==> config.mk <==
export PLATFORM = sky130hd
export DESIGN_NAME = scaled_glyph_rasterizer
export DESIGN_NICKNAME = d
export VERILOG_FILES = /design/src/sgr_pkg.sv /design/src/scaled_glyph_rasterizer.sv /design/src/sgr_clip.sv /design/src/sgr_emit.sv
export SDC_FILE = /design/constraint.sdc
export NUM_CORES = 1
export LEC_CHECK = 0
export BUFFER_PORTS_ARGS = -buffer_cell sky130_fd_sc_hd__buf_2
export CAP_MARGIN = 20
export CORE_MARGIN = 5
export CORE_UTILIZATION = 55
export DETAILED_ROUTE_END_ITERATION = 6
export GPL_ROUTABILITY_DRIVEN = 0
export PLACE_DENSITY = 0.74
export SLEW_MARGIN = 15
export SYNTH_ARGS = -nofsm -noshare
export SYNTH_HDL_FRONTEND = slang
export SYNTH_SLANG_ARGS = --single-unit
export TNS_END_PERCENT = 1
==> constraint.sdc <==
create_clock -name clk -period 6.2 [get_ports clk]
set_input_delay 1.55 -clock clk [delete_from_list [all_inputs] [get_ports clk]]
set_output_delay 1.55 -clock clk [all_outputs]
set_load 0.005 [all_outputs]
==> src/sgr_pkg.sv <==
// Shared types, constants and font tables for the scaled glyph rasterizer.
package sgr_pkg;

	localparam int CW          = 14;  // signed width of working pixel coordinates
	localparam int GLYPH_ROWS  = 7;
	localparam int GLYPH_COLS  = 5;
	localparam int GLYPHS      = 36;
	localparam int LETTERS     = 26;
	localparam logic [3:0] SCALE_MAX = 4'd8;
	localparam logic signed [12:0] PEN_MAX = 13'sd2047;
	localparam logic [2:0] LAST_ROW = 3'd6;
	localparam logic [2:0] LAST_COL = 3'd4;

	typedef struct packed {
		logic [7:0]         char_code;
		logic               first_of_string;
		logic signed [11:0] origin_x;
		logic signed [11:0] origin_y;
		logic [3:0]         scale;
		logic [15:0]        color;
	} item_t;

	typedef struct packed {
		logic [15:0] start_address;
		logic [3:0]  block_width;
		logic [3:0]  block_height;
		logic [15:0] pixel_data;
		logic        last;
	} blk_t;

	// One glyph cell as handed from the sequencer to the clip unit.
	typedef struct packed {
		logic                 vld;
		logic                 lit;
		logic signed [CW-1:0] x0;
		logic signed [CW-1:0] y0;
	} cell_t;

	typedef struct packed {
		logic       found;
		logic [5:0] idx;
	} glyph_sel_t;

	// Low five bits per row, leftmost column in bit 4.
	localparam logic [4:0] GLYPH_ROM [0:GLYPHS-1][0:GLYPH_ROWS-1] = '{
		'{5'd14,5'd17,5'd17,5'd31,5'd17,5'd17,5'd17},
		'{5'd30,5'd17,5'd17,5'd30,5'd17,5'd17,5'd30},
		'{5'd14,5'd17,5'd16,5'd16,5'd16,5'd17,5'd14},
		'{5'd30,5'd17,5'd17,5'd17,5'd17,5'd17,5'd30},
		'{5'd31,5'd16,5'd16,5'd30,5'd16,5'd16,5'd31},
		'{5'd31,5'd16,5'd16,5'd30,5'd16,5'd16,5'd16},
		'{5'd14,5'd17,5'd16,5'd23,5'd17,5'd17,5'd15},
		'{5'd17,5'd17,5'd17,5'd31,5'd17,5'd17,5'd17},
		'{5'd31,5'd4,5'd4,5'd4,5'd4,5'd4,5'd31},
		'{5'd7,5'd2,5'd2,5'd2,5'd18,5'd18,5'd12},
		'{5'd17,5'd18,5'd20,5'd24,5'd20,5'd18,5'd17},
		'{5'd16,5'd16,5'd16,5'd16,5'd16,5'd16,5'd31},
		'{5'd17,5'd27,5'd21,5'd21,5'd17,5'd17,5'd17},
		'{5'd17,5'd25,5'd21,5'd19,5'd17,5'd17,5'd17},
		'{5'd14,5'd17,5'd17,5'd17,5'd17,5'd17,5'd14},
		'{5'd30,5'd17,5'd17,5'd30,5'd16,5'd16,5'd16},
		'{5'd14,5'd17,5'd17,5'd17,5'd21,5'd18,5'd13},
		'{5'd30,5'd17,5'd17,5'd30,5'd20,5'd18,5'd17},
		'{5'd15,5'd16,5'd16,5'd14,5'd1,5'd1,5'd30},
		'{5'd31,5'd4,5'd4,5'd4,5'd4,5'd4,5'd4},
		'{5'd17,5'd17,5'd17,5'd17,5'd17,5'd17,5'd14},
		'{5'd17,5'd17,5'd17,5'd17,5'd17,5'd10,5'd4},
		'{5'd17,5'd17,5'd17,5'd21,5'd21,5'd21,5'd10},
		'{5'd17,5'd17,5'd10,5'd4,5'd10,5'd17,5'd17},
		'{5'd17,5'd17,5'd10,5'd4,5'd4,5'd4,5'd4},
		'{5'd31,5'd1,5'd2,5'd4,5'd8,5'd16,5'd31},
		'{5'd14,5'd17,5'd19,5'd21,5'd25,5'd17,5'd14},
		'{5'd4,5'd12,5'd4,5'd4,5'd4,5'd4,5'd14},
		'{5'd14,5'd17,5'd1,5'd2,5'd4,5'd8,5'd31},
		'{5'd30,5'd1,5'd1,5'd14,5'd1,5'd1,5'd30},
		'{5'd2,5'd6,5'd10,5'd18,5'd31,5'd2,5'd2},
		'{5'd31,5'd16,5'd16,5'd30,5'd1,5'd1,5'd30},
		'{5'd14,5'd16,5'd16,5'd30,5'd17,5'd17,5'd14},
		'{5'd31,5'd1,5'd2,5'd4,5'd8,5'd8,5'd8},
		'{5'd14,5'd17,5'd17,5'd14,5'd17,5'd17,5'd14},
		'{5'd14,5'd17,5'd17,5'd15,5'd1,5'd1,5'd14}
	};

	// Letters of either case map to 0..25, digits to 26..35.
	function automatic glyph_sel_t char_to_glyph(input logic [7:0] ch);
		glyph_sel_t r;
		r.found = 1'b0;
		r.idx   = '0;
		if (ch >= 8'h61 && ch <= 8'h7a) begin
			r.found = 1'b1;
			r.idx   = 6'(ch - 8'h61);
		end else if (ch >= 8'h41 && ch <= 8'h5a) begin
			r.found = 1'b1;
			r.idx   = 6'(ch - 8'h41);
		end else if (ch >= 8'h30 && ch <= 8'h39) begin
			r.found = 1'b1;
			r.idx   = 6'(ch - 8'h30) + 6'(LETTERS);
		end
		return r;
	endfunction

endpackage

==> src/scaled_glyph_rasterizer.sv <==
// Top level: character sequencer and pen state around the clip unit and emitter.
//
// One character is taken, then its 35 glyph cells are walked one per cycle, while the
// output is not stalled, through a single clip unit, lit and visible cells leaving as fill
// blocks in row-then-column order. A letter or digit occupies the block for the 35 cell
// steps, one step to drain the clip register and one to mark the final block; any other
// character passes only through the marking step. No new character is taken until the last
// one is done. The walk halts while a finished block waits under output stall. The cell
// walk through the shared clip unit sets the rate.
module scaled_glyph_rasterizer import sgr_pkg::*; #(
	parameter int SCREEN_WIDTH  = 172,
	parameter int SCREEN_HEIGHT = 320
) (
	input  logic  clk,
	input  logic  arst_n,
	input  logic  item_valid,
	output logic  item_stall,
	input  item_t item,
	output logic  blk_valid,
	input  logic  blk_stall,
	output blk_t  blk
);

	localparam int XCW = $clog2(SCREEN_WIDTH);
	localparam int YCW = $clog2(SCREEN_HEIGHT);

	typedef enum logic [3:0] {
		ST_IDLE  = 4'b0001,
		ST_SCAN  = 4'b0010,
		ST_FLUSH = 4'b0100,
		ST_FIN   = 4'b1000
	} state_t;

	state_t               state_q;
	logic signed [11:0]   pen_q;
	logic signed [CW-1:0] xbase_q, xcur_q, ycur_q;
	logic [2:0]           row_q, col_q;
	logic [5:0]           glyph_q;
	logic [3:0]           scale_q;
	logic [15:0]          pixel_q;

	logic                 accept, adv, flush, vld_s1;
	logic [XCW-1:0]       x0c_s1;
	logic [YCW-1:0]       y0c_s1;
	logic [3:0]           bw_s1, bh_s1;
	logic [3:0]           scale_in;
	logic signed [11:0]   pen_start;
	logic signed [12:0]   pen_sum;
	logic signed [CW-1:0] sc;
	glyph_sel_t           gsel;
	logic [4:0]           row_bits;
	cell_t                dot;

	assign item_stall = (state_q != ST_IDLE);
	assign accept     = item_valid && !item_stall;
	assign flush      = (state_q == ST_FIN);

	always_comb begin
		if (item.scale == 4'd0) begin
			scale_in = 4'd1;
		end else if (item.scale > SCALE_MAX) begin
			scale_in = SCALE_MAX;
		end else begin
			scale_in = item.scale;
		end
		pen_start = item.first_of_string ? item.origin_x : pen_q;
		pen_sum   = 13'(pen_start) + $signed({3'b000, scale_in, 2'b00})
		          + $signed({4'b0000, scale_in, 1'b0});
		gsel      = char_to_glyph(item.char_code);
		sc        = $signed({{(CW-4){1'b0}}, scale_q});
		row_bits  = GLYPH_ROM[glyph_q][row_q];
		dot.vld   = (state_q == ST_SCAN);
		dot.lit   = row_bits[LAST_COL - col_q];
		dot.x0    = xcur_q;
		dot.y0    = ycur_q;
	end

	always_ff @(posedge clk or negedge arst_n) begin
		if (!arst_n) begin
			state_q <= ST_IDLE;
			pen_q   <= '0;
			row_q   <= '0;
			col_q   <= '0;
		end else begin
			case (state_q)
				ST_IDLE: begin
					if (accept) begin
						pen_q   <= (pen_sum > PEN_MAX) ? 12'sd2047 : pen_sum[11:0];
						row_q   <= '0;
						col_q   <= '0;
						state_q <= gsel.found ? ST_SCAN : ST_FIN;
					end
				end
				ST_SCAN: begin
					if (adv) begin
						if (col_q == LAST_COL) begin
							col_q <= '0;
							row_q <= row_q + 3'd1;
							if (row_q == LAST_ROW) begin
								state_q <= ST_FLUSH;
							end
						end else begin
							col_q <= col_q + 3'd1;
						end
					end
				end
				ST_FLUSH: begin
					if (adv) begin
						state_q <= ST_FIN;
					end
				end
				ST_FIN: begin
					if (adv) begin
						state_q <= ST_IDLE;
					end
				end
				default: begin
					state_q <= ST_IDLE;
				end
			endcase
		end
	end

	// Cell origin advances by one scale step per column, resets per row.
	always_ff @(posedge clk) begin
		if (accept) begin
			xbase_q <= CW'(pen_start);
			xcur_q  <= CW'(pen_start);
			ycur_q  <= CW'(item.origin_y);
			glyph_q <= gsel.idx;
			scale_q <= scale_in;
			pixel_q <= {item.color[7:0], item.color[15:8]};
		end else if (state_q == ST_SCAN && adv) begin
			if (col_q == LAST_COL) begin
				xcur_q <= xbase_q;
				ycur_q <= ycur_q + sc;
			end else begin
				xcur_q <= xcur_q + sc;
			end
		end
	end

	sgr_clip #(
		.SCREEN_WIDTH (SCREEN_WIDTH),
		.SCREEN_HEIGHT(SCREEN_HEIGHT)
	) u_clip (
		.clk   (clk),
		.arst_n(arst_n),
		.adv   (adv),
		.dot   (dot),
		.scale (scale_q),
		.vld_s1(vld_s1),
		.x0c_s1(x0c_s1),
		.y0c_s1(y0c_s1),
		.bw_s1 (bw_s1),
		.bh_s1 (bh_s1)
	);

	sgr_emit #(
		.SCREEN_WIDTH (SCREEN_WIDTH),
		.SCREEN_HEIGHT(SCREEN_HEIGHT)
	) u_emit (
		.clk      (clk),
		.arst_n   (arst_n),
		.vld_s1   (vld_s1),
		.x0c_s1   (x0c_s1),
		.y0c_s1   (y0c_s1),
		.bw_s1    (bw_s1),
		.bh_s1    (bh_s1),
		.flush    (flush),
		.pixel    (pixel_q),
		.adv      (adv),
		.blk_valid(blk_valid),
		.blk_stall(blk_stall),
		.blk      (blk)
	);

endmodule

==> src/sgr_clip.sv <==
// Shared clip unit: clips one scaled glyph cell against the screen, registered.
module sgr_clip import sgr_pkg::*; #(
	parameter int SCREEN_WIDTH  = 172,
	parameter int SCREEN_HEIGHT = 320,
	localparam int XCW = $clog2(SCREEN_WIDTH),
	localparam int YCW = $clog2(SCREEN_HEIGHT)
) (
	input  logic           clk,
	input  logic           arst_n,
	input  logic           adv,
	input  cell_t          dot,
	input  logic [3:0]     scale,
	output logic           vld_s1,
	output logic [XCW-1:0] x0c_s1,
	output logic [YCW-1:0] y0c_s1,
	output logic [3:0]     bw_s1,
	output logic [3:0]     bh_s1
);

	localparam logic signed [CW-1:0] WS = CW'(SCREEN_WIDTH);
	localparam logic signed [CW-1:0] HS = CW'(SCREEN_HEIGHT);

	logic signed [CW-1:0] sc, x1, y1, x0c, y0c, x1c, y1c, dx, dy;
	logic vis;

	always_comb begin
		sc  = $signed({{(CW-4){1'b0}}, scale});
		x1  = dot.x0 + sc;
		y1  = dot.y0 + sc;
		x0c = dot.x0[CW-1] ? '0 : dot.x0;
		y0c = dot.y0[CW-1] ? '0 : dot.y0;
		x1c = (x1 > WS) ? WS : x1;
		y1c = (y1 > HS) ? HS : y1;
		dx  = x1c - x0c;
		dy  = y1c - y0c;
		vis = (dx > 0) && (dy > 0);
	end

	always_ff @(posedge clk or negedge arst_n) begin
		if (!arst_n) begin
			vld_s1 <= 1'b0;
		end else if (adv) begin
			vld_s1 <= dot.vld & dot.lit & vis;
		end
	end

	always_ff @(posedge clk) begin
		if (adv) begin
			x0c_s1 <= x0c[XCW-1:0];
			y0c_s1 <= y0c[YCW-1:0];
			bw_s1  <= dx[3:0];
			bh_s1  <= dy[3:0];
		end
	end

endmodule

==> src/sgr_emit.sv <==
// Address multiply, one-deep hold for the last-block mark, and output register.
module sgr_emit import sgr_pkg::*; #(
	parameter int SCREEN_WIDTH  = 172,
	parameter int SCREEN_HEIGHT = 320,
	localparam int XCW = $clog2(SCREEN_WIDTH),
	localparam int YCW = $clog2(SCREEN_HEIGHT),
	localparam int AW  = XCW + YCW + 1
) (
	input  logic           clk,
	input  logic           arst_n,
	input  logic           vld_s1,
	input  logic [XCW-1:0] x0c_s1,
	input  logic [YCW-1:0] y0c_s1,
	input  logic [3:0]     bw_s1,
	input  logic [3:0]     bh_s1,
	input  logic           flush,
	input  logic [15:0]    pixel,
	output logic           adv,
	output logic           blk_valid,
	input  logic           blk_stall,
	output blk_t           blk
);

	logic [AW-1:0] addr;
	logic          pend_vld_q;
	blk_t          pend_q;
	blk_t          out_d;

	assign addr = AW'(y0c_s1) * AW'(SCREEN_WIDTH) + AW'(x0c_s1);
	// Move only when the output slot is empty or being taken.
	assign adv  = !blk_valid || !blk_stall;

	always_ff @(posedge clk or negedge arst_n) begin
		if (!arst_n) begin
			pend_vld_q <= 1'b0;
			blk_valid  <= 1'b0;
		end else if (adv) begin
			if (vld_s1) begin
				blk_valid  <= pend_vld_q;
				pend_vld_q <= 1'b1;
			end else if (flush) begin
				blk_valid  <= pend_vld_q;
				pend_vld_q <= 1'b0;
			end else begin
				blk_valid  <= 1'b0;
			end
		end
	end

	// Mark the held block as last when no further block follows it.
	always_comb begin
		out_d      = pend_q;
		out_d.last = !vld_s1;
	end

	// Hold each block until the next one shows it was not the last.
	always_ff @(posedge clk) begin
		if (adv) begin
			if (vld_s1 || flush) begin
				blk <= out_d;
			end
			if (vld_s1) begin
				pend_q.start_address <= 16'(addr);
				pend_q.block_width   <= bw_s1;
				pend_q.block_height  <= bh_s1;
				pend_q.pixel_data    <= pixel;
				pend_q.last          <= 1'b0;
			end
		end
	end

endmodule

Word-level counts from Yosys, hierarchy flattened
Memories as Yosys holds them, arrays and structs flattened. Index checks and enable logic that the tools add are counted.

Order comparisons: 15. Add/subtract/negate cells: 14. Eq/ne operators: 13. Bitwise logic cells: 4. Reduce and logical (&&, ||, !) cells: 25. Multipliers: 1. Mux-type cells: 43.

Operators by type and width (number): 2-to-1 mux 14 bit (8); 2-to-1 mux 35 bit (2); 2-to-1 mux 4 bit (9); adder 14 x 5 -> 14 bit (2); greater-than comparator 14 x 1 -> 1 bit (second input constant) (2); subtractor 14 bit (2); 2-to-1 mux 13 bit (2); 2-to-1 mux 12 bit (2); 2-to-1 mux 7 bit (3); adder 16 x 8 -> 16 bit (1); >= comparator 8 x 7 -> 1 bit (second input constant) (2); less-or-equal comparator 8 x 7 -> 1 bit (second input constant) (2); case mux 4 bit (4 select lines) (1); binary-select mux 5 bit (select 3 bit) (1); 2-to-1 mux 3 bit (5); greater-than comparator 14 x 10 -> 1 bit (second input constant) (1); greater-than comparator 14 x 9 -> 1 bit (second input constant) (1); multiplier 9 x 6 -> 14 bit (second input constant) (1); adder 12 x 7 -> 13 bit (1); adder 13 x 6 -> 13 bit (1); greater-than comparator 13 x 12 -> 1 bit (second input constant) (1); inequality test 2 bit (second input constant) (6); case mux 3 bit (2 select lines) (2); subtractor 6 bit (second input constant) (2); other kinds (31) (55).

Memories kept: 1. Register bits: 197. Input bits: 57. ROM bits: 2240.

Memories: (no name shown) (depth 64, bits a word 35, read ports 1, clocked after Yosys merged registers in 0, write ports 0, RTL line scaled_glyph_rasterizer.sv:71) `row_bits = GLYPH_ROM[glyph_q][row_q];`.

Logic depth before layout (Yosys ltp)
Word-level depth: 11. Depth in mapped cells: 24. Depth with buffers taken out: 24.

Modules after synthesis
Synthesis repeated with hierarchy kept, for this count alone.

Cells, all modules: 1362. Area, all modules: 14026.0 µm².

By module, submodules not included: scaled_glyph_rasterizer (cells an instance 699, instances 1, area an instance 6658.9 µm²); sgr_emit (cells an instance 263, instances 1, area an instance 4011.3 µm²); sgr_clip (cells an instance 400, instances 1, area an instance 3355.7 µm²).

Least setup slack after synthesis
Ideal clock, no wire load.

Kind: in2reg. Start: input item[44] in the netlist's numbering. End: register pen_q[10]. Cell stages on the path: 17. Arrival: 4.703 ns. Data required time: 6.135 ns. Setup time: 0.065 ns. Path slack: 1.432 ns. Path through: buf_2 > mux2i_1 > fa_1 > inv_1 > ha_1 > inv_1 > fa_1 > nor2b_1 > o21ai_0 > a21boi_0 > o21ai_1 > or3_1 > nor3_1 > a31oi_1 > o21ai_1 > buf_2 > o22a_1.

Longest elaborated chain between the ends: 5.

Ends and longest elaborated chain: start: declaration (RTL line scaled_glyph_rasterizer.sv:18) `input item_t item,`; 2-to-1 mux 12 bit (*) (RTL line scaled_glyph_rasterizer.sv:66) `pen_start = item.first_of_string ? item.origin_x : pen_q;`; adder 12 x 7 -> 13 bit (*) (RTL line scaled_glyph_rasterizer.sv:67) `pen_sum = 13'(pen_start) + $signed({3'b000, scale_in, 2'b00})`; adder 13 x 6 -> 13 bit (*) (RTL line scaled_glyph_rasterizer.sv:68) `+ $signed({4'b0000, scale_in, 1'b0});`; greater-than comparator 13 x 12 -> 1 bit (RTL line scaled_glyph_rasterizer.sv:88) `pen_q <= (pen_sum > PEN_MAX) ? 12'sd2047 : pen_sum[11:0];`; 2-to-1 mux 12 bit (*) (RTL line scaled_glyph_rasterizer.sv:88); end signal: assignment (RTL line scaled_glyph_rasterizer.sv:88); end: declaration (RTL line scaled_glyph_rasterizer.sv:35) `logic signed [11:0] pen_q;`.

Every way passes the cells marked *; elsewhere a longest branch is shown, timed or not. A chain may end at the register's enable or synchronous reset.

Worst setup path in the final report
Start: register scale_q[0]. End: register u_clip.vld_s1.

Longest elaborated chain between the ends: 7. Elaborated cells on any way between the ends: 12. Classes of those cells: add/sub (4); order compare (4); mux (2); bitwise (1); reduce/logical (1).

Ends and longest elaborated chain: start: declaration (RTL line scaled_glyph_rasterizer.sv:39) `logic [3:0] scale_q;`; start signal: assignment (RTL line scaled_glyph_rasterizer.sv:131) `scale_q <= scale_in;`; adder 14 x 5 -> 14 bit (on tied branches) (RTL line sgr_clip.sv:28, sgr_clip.sv:29); greater-than comparator 14 x 9 -> 1 bit or greater-than comparator 14 x 10 -> 1 bit (tied branches) (RTL line sgr_clip.sv:32, sgr_clip.sv:33); 2-to-1 mux 14 bit (on tied branches) (RTL line sgr_clip.sv:32, sgr_clip.sv:33); subtractor 14 bit (on tied branches) (RTL line sgr_clip.sv:34, sgr_clip.sv:35); greater-than comparator 14 x 1 -> 1 bit (RTL line sgr_clip.sv:36) `vis = (dx > 0) && (dy > 0);`; logical AND 1 bit (*) (RTL line sgr_clip.sv:36); AND 1 bit (*) (RTL line sgr_clip.sv:43) `vld_s1 <= dot.vld & dot.lit & vis;`; end signal: assignment (RTL line sgr_clip.sv:43); end: declaration (RTL line sgr_clip.sv:13) `output logic vld_s1,`.

Marked as above.

==> out/results.txt <==
Setup violators final: 0
PortBufs: 99
Final hold vios: 0
# diodes: 0
Clk sink count: 197
Count leader, synth: edfxtp_1
CTS root buf: clkbuf_16
Post-detail-place hpwl: 21.1 mm
Critical Path Start Type: register
Die area: 0.0276 mm^2
Pre-CTS WS: 0.681 ns
Largest net degree at the start of global routing: 63
Crit. End Element: register
Wire length per cell: 16.8 um
Leak: 5.99 nW
Max clock buf depth: 2
Top area cells in the synthesized netlist: edfxtp_1 39%, ha_1 10%, dfrtp_1 4.5%
Clk_lat worst skew: 0.45 ns
Synth area leader: edfxtp_1
Post-DR vias/cell: 5.89
PostCTS Resize Cnt: 0
Routed vias: 10,000
Nets: 1,549
Register Area: 0.00579 mm^2
Cells after synthesis: 1,296
Syn avg cell area: 10.3 um^2
TNS Setup: 0 ns
Max cap viols: 0
GRT overflow: 0
Worst rel slew slack: 0.332
Die H: 166 um
Ys async rst share: 0.127
Fraction of layout cells with a size suffix above 1: 0.134
Ys flop type: edfxtp_1
Clock-pin slew on the worst setup and hold paths: 0.09 ns
Multi-input gate area: 0.00688 mm^2
Tcrit/Tclk final: 0.844
Core area: 0.0242 mm^2
Vias in the first global route: 9,325
Mapped Nets: 1,479
Max-slew violations: 0
Global Route met2 Usage: 0.308
Post-synth top cells: 172 x edfxtp_1, 107 x ha_1, 107 x inv_1
# IOs: 100
Starting density of the core: 0.554
Row cnt: 57
GR peak layer: met2
Total Wirelength: 28.7 mm
Antenna violations before repair: 0
Global-route wire length before repair: 47.0 mm
Final worst setup slack: 0.969 ns
Post-CTS setup buffers: 0
CTS tree: built
RSZ-0062 raised after global routing: no
DRT iter0 DRCs: 845
Max IR drop VDD: 0.300 mV
CP max FO: 11
DRT Pass-1 Iters: 6
EDFF count, synth: 172
Netlist Area Pre-Place: 0.0134 mm^2
Outcome: finished, final reports clean
TritonCTS buffer count: 17
Skew final: 0.00981 ns
Kind of critical path: reg2reg
PwrDens: 535 mW/mm^2
Met1 GRT Util: 0.303
Top-area cell type share of the netlist area: 0.386
Measured slew at the worst slew-check pin: 1.00 ns
Yosys cell types: 94
DRC: 0
Gr usage total: 0.204
GR Util met3: 0.0378
Max Freq: 191 MHz
Fill cells: 1,971
Yosys warnings: 0
Post-route ant nets: 0
Final Critical Period: 5.23 ns
CP Data Required Time: 6.49 ns
CTS Hold Bufs: 0
#FFs+latches synth: 197
CTS H-tree depth: 4
Hold WC Path Type: reg2reg
Die Wd: 166 um
P&R area growth vs syn: 9.94%
Worst Path Arrival: 5.52 ns
Seq/Total Area, Yosys: 0.432
[worst paths after layout]
kind | start | slack (ns) | cells past startpoint | to
max in group asynchronous | arst_n | 4.68 | 1 | state_q[3]
setup reg to reg | scale_q[0] | 0.97 | 22 | u_clip.vld_s1
min in group asynchronous | arst_n | 1.11 | 1 | pen_q[2]
hold / removal | pixel_q[3] | 0.42 | 0 | u_emit.out_d[4]
hold reg to reg | pixel_q[3] | 0.42 | 0 | u_emit.out_d[4]
setup / recovery | scale_q[0] | 0.97 | 22 | u_clip.vld_s1
[routing by layer]
| metal | vias up | wire length [um] |
|---|---|---|
| met3 | 56 | 2110 |
| met4 | 0 | 633 |
| met1 | 4680 | 13200 |
| met5 | - | 0 |
| met2 | 410 | 12800 |
| li1 | 4879 | - |
[registers in the layout (all words and copies together), names as in the netlist]
signal	cells
state_q	4
u_emit.out_d	40
xcur_q	14
ycur_q	14
u_emit.blk	41
glyph_q	6
u_clip.bw_s1	4
pen_q	12
xbase_q	12
scale_q	4
row_q	3
col_q	3
u_emit.pend_vld_q	1
pixel_q	16
u_clip.bh_s1	4
u_emit.blk_valid	1
u_clip.y0c_s1	9
u_clip.vld_s1	1
u_clip.x0c_s1	8
[layout make-up]
cell class | count | area share
well taps | 324 | 0.0275
multi-input cells | 932 | 0.467
flip-flops and latches | 197 | 0.393
repair buffers | 109 | 0.0401
inverters | 109 | 0.0278
clock buffers | 17 | 0.0289
clock inverters | 15 | 0.0157
[placed cells by master (no fill, tap or decap), types with 7 or more instances in the layout]
cell	n
a21o_1	11
nand4_1	8
nand3_1	30
nand2_1	73
a211oi_1	11
a21oi_1	86
a31oi_1	9
mux2i_1	21
o2111ai_1	7
o21a_1	9
ha_1	107
o21ai_0	63
inv_1	106
clkbuf_16	17
o211ai_1	17
nand2b_1	52
xor2_1	25
dfrtp_1	24
o22ai_1	12
nor2_1	101
nor4_1	9
mux2_2	11
and3_1	11
xnor2_1	42
fa_1	19
buf_4	8
nor3_1	20
nor2b_1	27
buf_2	99
and2_1	13
o22a_1	12
edfxtp_1	172
[through the flow]
| step | instances | cell area, um^2 | hold WS (ns) | utilization | total power, mW |
|---|---|---|---|---|---|
| 6_report | 1703 | 14700 | 0.417 | 0.609 | 7.88 |
| 2_1_floorplan | 1296 | 13400 | 0.400 | - | 5.70 |
| 4_1_cts | 1701 | 14700 | 0.420 | 0.608 | 7.86 |
| 3_3_place_gp | 1669 | 14000 | 0.400 | 0.581 | 6.52 |
| 5_1_grt | 1703 | 14700 | 0.423 | 0.609 | 8.53 |
| 3_5_place_dp | 1669 | 14000 | 0.405 | 0.581 | 6.63 |
[power by group]
group	internal, mW	leakage, nW	switching [mW]
Sequential	2.00	1.94	0.245
Clock	0.574	0.314	0.603
Combinational	1.84	3.74	2.62
Total	4.41	5.99	3.47
[cell families (layout without fill, tap and decap cells)]
group           Yosys count  in the layout  synth area share
simple gates            376            376             0.141
compound gates          326            326             0.167
flops                   197            197             0.432
buf+inv                 167            250            0.0557
fa+ha+maj               126            126             0.128
xor+xnor                 68             68            0.0450
mux                      36             36            0.0305
[worst max-delay path, cell delays in order (launching register included)]
cell and delay, ns:
edfxtp_1 0.43, ha_1 0.28, fa_1 0.42, a21o_1 0.21, a21oi_2 0.39, nor2_2 0.11, nor2_1 0.12, a21oi_1 0.05
o32a_1 0.20, o41ai_2 0.34, buf_4 0.22, nand2_1 0.07, ha_1 0.21, fa_1 0.41, nor2b_1 0.18, o31a_1 0.22
nand2_1 0.10, a32oi_1 0.33, mux2i_1 0.14, nor4_1 0.29, nand3_1 0.10, o211ai_1 0.17, o22ai_1 0.10
Power figures use the tool's default switching activity.
